[config.mk]
export PLATFORM = sky130hd
export DESIGN_NAME = cmap_divider
export DESIGN_NICKNAME = d
export VERILOG_FILES = /design/src/rtl/cmap_pkg.sv /design/src/rtl/cmap_divider.sv
export SDC_FILE = /design/constraint.sdc
export NUM_CORES = 1
export LEC_CHECK = 0
export ABC_CLOCK_PERIOD_IN_PS = 6100
export BUFFER_PORTS_ARGS = -buffer_cell sky130_fd_sc_hd__buf_2
export CORE_MARGIN = 2
export CORE_UTILIZATION = 35
export CTS_CLUSTER_SIZE = 14
export DETAILED_ROUTE_END_ITERATION = 10
export GPL_TIMING_DRIVEN = 0
export PLACE_DENSITY_LB_ADDON = 0.05
export SETUP_SLACK_MARGIN = 0.15
export SLEW_MARGIN = 5
export SYNTH_ARGS = -nofsm -noshare
export SYNTH_HDL_FRONTEND = slang
export SYNTH_SLANG_ARGS = --single-unit
[constraint.sdc]
create_clock -name aclk -period 6.1 [get_ports aclk]
set_clock_uncertainty 0.1 [all_clocks]
set_input_delay 0.305 -clock aclk [delete_from_list [all_inputs] [get_ports aclk]]
set_output_delay 0.305 -clock aclk [all_outputs]
set_load 0.01 [all_outputs]
[src/rtl/cmap_pkg.sv]
// Shared constants, types and codes for the colormap lookup pipeline.
// Used by cmap_divider, colormap_index_to_rgb and cmap_checker.
package cmap_pkg;

    localparam int MAX_ENTRIES = 4096;
    localparam int COLOR_MAX   = 255;

    localparam int IDX_W  = 12;                  // entry_index
    localparam int SIZE_W = 13;                  // table_size
    localparam int CH_W   = 8;                   // one colour channel
    localparam int RN_W   = 13;                  // ramp numerator / denominator
    localparam int PW     = 28;                  // ratio numerator / denominator
    localparam int DIV_STEPS = 9;                // quotient bits, top one saturates
    localparam int RW     = PW + DIV_STEPS;      // dividend and remainder
    localparam int CFG_IDX_W = 2;

    // register levels from input transfer to result register
    localparam int LAT = 3 + DIV_STEPS + 1;

    localparam logic [IDX_W-1:0]  MIN_SIZE  = IDX_W'(2);
    localparam logic [SIZE_W-1:0] MAX_SIZE  = SIZE_W'(MAX_ENTRIES);
    localparam logic [SIZE_W-1:0] RESET_SIZE = SIZE_W'(256);

    localparam logic [14:0] COPPER_K_R = 15'd12500;
    localparam logic [14:0] COPPER_K_G = 15'd7812;
    localparam logic [14:0] COPPER_K_B = 15'd4975;
    localparam logic [13:0] COPPER_DEN = 14'd10000;

    typedef enum logic [2:0] {
        MAP_SPRING = 3'd0,
        MAP_SUMMER = 3'd1,
        MAP_AUTUMN = 3'd2,
        MAP_WINTER = 3'd3,
        MAP_HOT    = 3'd4,
        MAP_BONE   = 3'd5,
        MAP_COPPER = 3'd6,
        MAP_COOL   = 3'd7
    } map_t;

    localparam logic [CFG_IDX_W-1:0] REG_MAP_SELECT = CFG_IDX_W'(0);
    localparam logic [CFG_IDX_W-1:0] REG_TABLE_SIZE = CFG_IDX_W'(1);

    // channel value is floor(COLOR_MAX * num / den), capped at full scale
    typedef struct packed {
        logic [PW-1:0] num;
        logic [PW-1:0] den;
    } ratio_t;

endpackage

[src/rtl/cmap_divider.sv]
// Pipelined restoring divider: one quotient bit per stage, saturating at 255.
// Depends on cmap_pkg for widths and the ratio type.
module cmap_divider (
    input  logic                    aclk,
    input  logic                    adv,
    input  cmap_pkg::ratio_t        ratio,
    output logic [cmap_pkg::CH_W-1:0] chan
);

    logic [cmap_pkg::RW-1:0]        rem_reg [0:cmap_pkg::DIV_STEPS];
    logic [cmap_pkg::PW-1:0]        den_reg [0:cmap_pkg::DIV_STEPS];
    logic [cmap_pkg::DIV_STEPS-1:0] quo_reg [0:cmap_pkg::DIV_STEPS];

    logic [cmap_pkg::RW-1:0]        rem_next [0:cmap_pkg::DIV_STEPS-1];
    logic [cmap_pkg::DIV_STEPS-1:0] quo_next [0:cmap_pkg::DIV_STEPS-1];
    logic [cmap_pkg::RW-1:0]        dividend;

    // COLOR_MAX * num
    assign dividend = cmap_pkg::RW'(ratio.num) * cmap_pkg::RW'(cmap_pkg::COLOR_MAX);

    for (genvar k = 0; k < cmap_pkg::DIV_STEPS; k++) begin : g_step
        logic [cmap_pkg::RW-1:0] trial;
        logic                    ge;
        assign trial = cmap_pkg::RW'(den_reg[k]) << (cmap_pkg::DIV_STEPS - 1 - k);
        assign ge    = (rem_reg[k] >= trial);
        always_comb begin
            rem_next[k] = ge ? (rem_reg[k] - trial) : rem_reg[k];
            quo_next[k] = quo_reg[k];
            quo_next[k][cmap_pkg::DIV_STEPS-1-k] = ge;
        end
    end

    always_ff @(posedge aclk) begin
        if (adv) begin
            rem_reg[0] <= dividend;
            den_reg[0] <= ratio.den;
            quo_reg[0] <= '0;
            for (int k = 0; k < cmap_pkg::DIV_STEPS; k++) begin
                rem_reg[k+1] <= rem_next[k];
                den_reg[k+1] <= den_reg[k];
                quo_reg[k+1] <= quo_next[k];
            end
        end
    end

    assign chan = quo_reg[cmap_pkg::DIV_STEPS][cmap_pkg::DIV_STEPS-1]
                ? {cmap_pkg::CH_W{1'b1}}
                : quo_reg[cmap_pkg::DIV_STEPS][cmap_pkg::CH_W-1:0];

endmodule

=== Word-level counts from Yosys, hierarchy flattened ===
Memory sizes are Yosys's and may differ from the RTL's.
Cells that the tools add are included.

* Output and inout port bits: 8
* Memories kept: 3
* Word-level logic and storage cells: 34
* Flip-flop bits (word level): 0
* Bits in writable memories: 740
* Input port bits: 58

* Muxes and demuxes: 12
* Add/subtract/negate cells: 9
* Magnitude comparators: 9
* $mul: 1

{| class="wikitable"
|+ Memories
! name !! words !! width !! read ports !! clocked after Yosys merged registers in !! wr ports !! RTL line !! source
|-
| rem_reg || 10 || 37 || 9 || 0 || 10 || cmap_divider.sv:10 || <nowiki>logic [cmap_pkg::RW-1:0] rem_reg [0:cmap_pkg::DIV_STEPS];</nowiki>
|-
| den_reg || 10 || 28 || 9 || 0 || 10 || cmap_divider.sv:11 || <nowiki>logic [cmap_pkg::PW-1:0] den_reg [0:cmap_pkg::DIV_STEPS];</nowiki>
|-
| quo_reg || 10 || 9 || 10 || 0 || 10 || cmap_divider.sv:12 || <nowiki>logic [cmap_pkg::DIV_STEPS-1:0] quo_reg [0:cmap_pkg::DIV_STEPS];</nowiki>
|}

{| class="wikitable"
|+ Operator list
! cell !! count
|-
| 37-bit 2-to-1 mux || 9
|-
| 37-bit by 28-bit >= comparator with 1-bit output || 1
|-
| 37-bit by 29-bit >= comparator with 1-bit output || 1
|-
| 37-bit by 30-bit >= comparator with 1-bit output || 1
|-
| 37-bit by 31-bit >= comparator with 1-bit output || 1
|-
| 37-bit by 32-bit >= comparator with 1-bit output || 1
|-
| 37-bit by 33-bit >= comparator with 1-bit output || 1
|-
| 37-bit by 34-bit >= comparator with 1-bit output || 1
|-
| 37-bit by 35-bit >= comparator with 1-bit output || 1
|-
| 37-bit by 36-bit >= comparator with 1-bit output || 1
|-
| 37-bit by 28-bit subtractor with 37-bit output || 1
|-
| 37-bit by 29-bit subtractor with 37-bit output || 1
|-
| 37-bit by 30-bit subtractor with 37-bit output || 1
|-
| 37-bit by 31-bit subtractor with 37-bit output || 1
|-
| 37-bit by 32-bit subtractor with 37-bit output || 1
|-
| 37-bit by 33-bit subtractor with 37-bit output || 1
|-
| 37-bit by 34-bit subtractor with 37-bit output || 1
|-
| 37-bit by 35-bit subtractor with 37-bit output || 1
|-
| 37-bit by 36-bit subtractor with 37-bit output || 1
|-
| 28-bit by 8-bit multiplier with 36-bit output, second input constant || 1
|-
| 8-bit 2-to-1 mux || 1
|-
| 1-bit 2-to-1 mux || 2
|}

=== Logic depth before layout (Yosys ltp) ===
An unclocked memory read counts as a cell.

* Depth in word-level cells: 3
* Gate-level depth with buffers: 20

=== Least setup slack after synthesis ===
OpenSTA, ideal clock, no wires.

* Path type: input -> register
* Start point: input ratio[34] in the netlist's numbering
* End point: memory rem_reg[0][35] in the netlist's numbering (data pin)
* Data required time: 5.741 ns
* Stages: 19
* Arrival time: 5.225 ns
* Path buffers: 0
* Path slack: 0.516 ns
* Cell sequence: inv_1 fa_1 fa_1 inv_1 fa_1 inv_1 fa_1 inv_1 ha_1 nor3_1 nand2b_1 o22a_1 a41o_1 a2111o_1 a21o_1 a21o_1 a221oi_1 o21ai_1 xnor2_1

{| class="wikitable"
|+ RTL lines
! what !! RTL line !! source
|-
| from (decl) || cmap_divider.sv:6 || <nowiki>input cmap_pkg::ratio_t ratio,</nowiki>
|-
| to (decl) || cmap_divider.sv:10 ||
|}

==> reports/qor.txt <==
status: complete, no violations
Routed WL per cell: 16.73 um
count leader, synth: edfxtp_1
initial antenna violation count: 0
Worst Max-Slew Pin Slew: 1.311 ns
drt drc: 0
Placement Setup Slack: -0.1779 ns
1st-pass router iterations: 5
gpl congestion: 0.8731
WL met1: 35,620 um
# Post-CTS Setup Buffers: 0
Initial DRC Count: 1,138
EDFF count, synth: 629
CP Launch Point: ratio[28]
metal3 WL: 2451 um
Post-Syn Area: 39,850 um^2
Reg-to-Reg Start: den_reg[7][0]$_DFFE_PP_
Hold WC Path Type: primary input to register
Top Metal Used: met4
Final nets: 4,317
CP Capture Type: register
Longest Clk Path Bufs: 3
Fmax: 172.7 MHz
Die Width: 341.4 um
CP Data Arrival Time: 6.07 ns
Top FF cell, synth: edfxtp_1
Starting Density: 35.37%
Ys Warns: 0
largest net degree at the start of global routing: 117
die footprint: 116,600 um^2
Post-DP HPWL: 71,970 um
CTS H-Tree Depth: 3
port bufs: 65
Reg2Reg Setup Slack: 1.00 ns
met2 routed WL: 46,570 um
Rel. slew slack: 11.77%
worst reg2reg path depth: 13
final core utilization: 40.01%
Die Span Y: 341.4 um
cell taking the most area after synthesis: edfxtp_1
Worst VDD drop: 0.1836 mV
Comb pwr share: 49.9%
TritonCTS clock tree: built
clk sinks: 629
endpoints failing setup: 0
cells after synthesis: 3,634
library cells used by synthesis: 75
vias in the first global route: 27,550
Area growth, synth to finish: 13.11%
RSZ-0062 raised after global routing: yes
total of max-cap violations: 0
max-slew violations: 0
clock share of power: 19.0%
Reg-to-Reg End: rem_reg[8][35]$_DFFE_PP_
Final Hold Violating Endpoints: 0
# diodes: 0
sequential share of power: 31.1%
CP Launch Type: primary input
Clock Latency Late Sink: 0.63 ns
Hold Slack: 0.08524 ns
Switching Fraction: 38.63%
first-pass GRT wire length: 145,000 um
most frequent cells after synthesis: 629 x edfxtp_1, 521 x inv_1, 308 x ha_1
share of the yosys chip area belonging to registers: 47.40%
IO Pins: 66
Syn Nets: 4,138
Worst Path Required: 6.37 ns
ys async rst share: 0%
Reg clk slew, reported paths: 0.06 ns
Total Routed Length: 89,820 um
layout cells sized above 1: 6.823%
Yosys top cell area share: 47.40%
Seq cells post-synth: 629
Switch Pwr: 9381 uW
Pint: 14,910 uW
Num CTS Buffers: 76
Leakage: 0.01867 uW
Antenna Nets Post-Route: 0
CP Max Fanout: 5
total congestion overflow: 0
# rows: 123
crit path time final: 5.792 ns
max reg flops: 332
Crit Path Category: primary input to register
CTS Root Cell: clkbuf_16
Worst Setup EP: rem_reg[0][35]$_DFFE_PP_
pwr dens: 538.8 nW/um^2
final critical-path share of the clock period: 94.95%
Final WS setup: 0.3081 ns
vias: 25,770
vias per cell: 4.800
top cells by area, synth: edfxtp_1 47%, ha_1 9.7%, fa_1 6.9%
Core ar.: 112,700 um^2
Syn Area/Cell: 10.97 um^2
GR Util All Layers: 15.67%
cells in the final DEF, fill, tap and decap left out, types with 33 or more instances in the layout:
cell type  count
nor2b_1       39
o21a_1        36
clkbuf_16     79
a21oi_1      220
clkbuf_1      66
edfxtp_1     629
xor2_1       110
xnor2_1      138
o21ai_0      250
nand4_1       33
inv_1        521
ha_1         308
fa_1         138
mux2_2        43
nand2b_1      39
nand2_1      292
nand3_1       45
buf_2         68
nor2_1       154
a21o_1       139
nor3_1        49
worst min path at each step:
stage / startpoint / to / slack (ns) / cells past startpoint
finish: ratio[29] / rem_reg[0][1]$_DFFE_PP_ / 0.09 / 2
global placement: quo_reg[3][7]$_DFFE_PP_ / quo_reg[4][7]$_DFFE_PP_ / 0.30 / 0
floorplan: quo_reg[1][8]$_DFFE_PP_ / quo_reg[2][8]$_DFFE_PP_ / 0.30 / 0
detailed placement: quo_reg[4][8]$_DFFE_PP_ / quo_reg[5][8]$_DFFE_PP_ / 0.30 / 0
CTS: ratio[29] / rem_reg[0][1]$_DFFE_PP_ / 0.04 / 2
global route: ratio[29] / rem_reg[0][1]$_DFFE_PP_ / 0.09 / 2
cell type report:
class | count | area, um^2
Sequential cell | 629 | 18890
Multi-Input combinational cell | 2417 | 18750
Timing Repair Buffer | 101 | 800.8
Buffer | 67 | 264.0
Clock inverter | 44 | 516.7
Inverter | 521 | 1956
Tap cell | 1500 | 1877
Fill cell | 11040 | 67580
Clock buffer | 90 | 2018
metal layers:
layer	vias up	global-route usage [%]
met2	390	29.48
met4	0	8.893
met3	183	2.050
met5	-	0
met1	11900	16.78
li1	13300	-
cells by family after synthesis:
group                      Yosys count  synth area share, %
and+or+nand+nor                    797                9.775
adders and majority gates          446                16.60
AOI/OAI and AO/OA                  876                13.81
muxes                               50                1.391
xor gates and xnor gates           248                5.451
DFF                                629                47.40
buffers and inverters              588                5.570
power groups by stage:
stage	Combinational (uW)	Sequential, uW	Clock [uW]
final	12100	7550	4610
after global routing	13800	7700	4940
after CTS	12200	7570	4780
after detailed placement	12100	7650	0
after global placement	12100	7760	0
after floorplan	9520	7290	0
critical path: stages:
cell and delay, ns:
dlygate4sd3_1 0.52, buf_2 0.17, fa_1 0.63, fa_1 0.47, fa_1 0.54, inv_1 0.05, fa_1 0.52, inv_1 0.04
ha_1 0.23, nor3_1 0.40, nand2b_1 0.10, o22a_1 0.27, a41o_1 0.35, a2111o_1 0.45, a21o_1 0.18, a21o_1 0.23
a221oi_2 0.34, o21ai_1 0.13, xnor2_1 0.14
stage by stage:
step                      instance area, um^2  std cells   TNS, ns  power (uW)
after floorplan                         39850       3634         0       16810
after global placement                  42050       5199  -3285.24       19890
after detailed placement                42230       5205   -0.1779       19800
after CTS                               45060       5369         0       24580
after global routing                    45070       5369         0       26490
final                                   45070       5369         0       24290
what timing repair did:
item                       CTS  global route
setup endpoints to repair    0             3
hold endpoints to repair    46             0
resized for setup            0             2
hold buffers                30             0
Power figures use the tool's default switching activity.
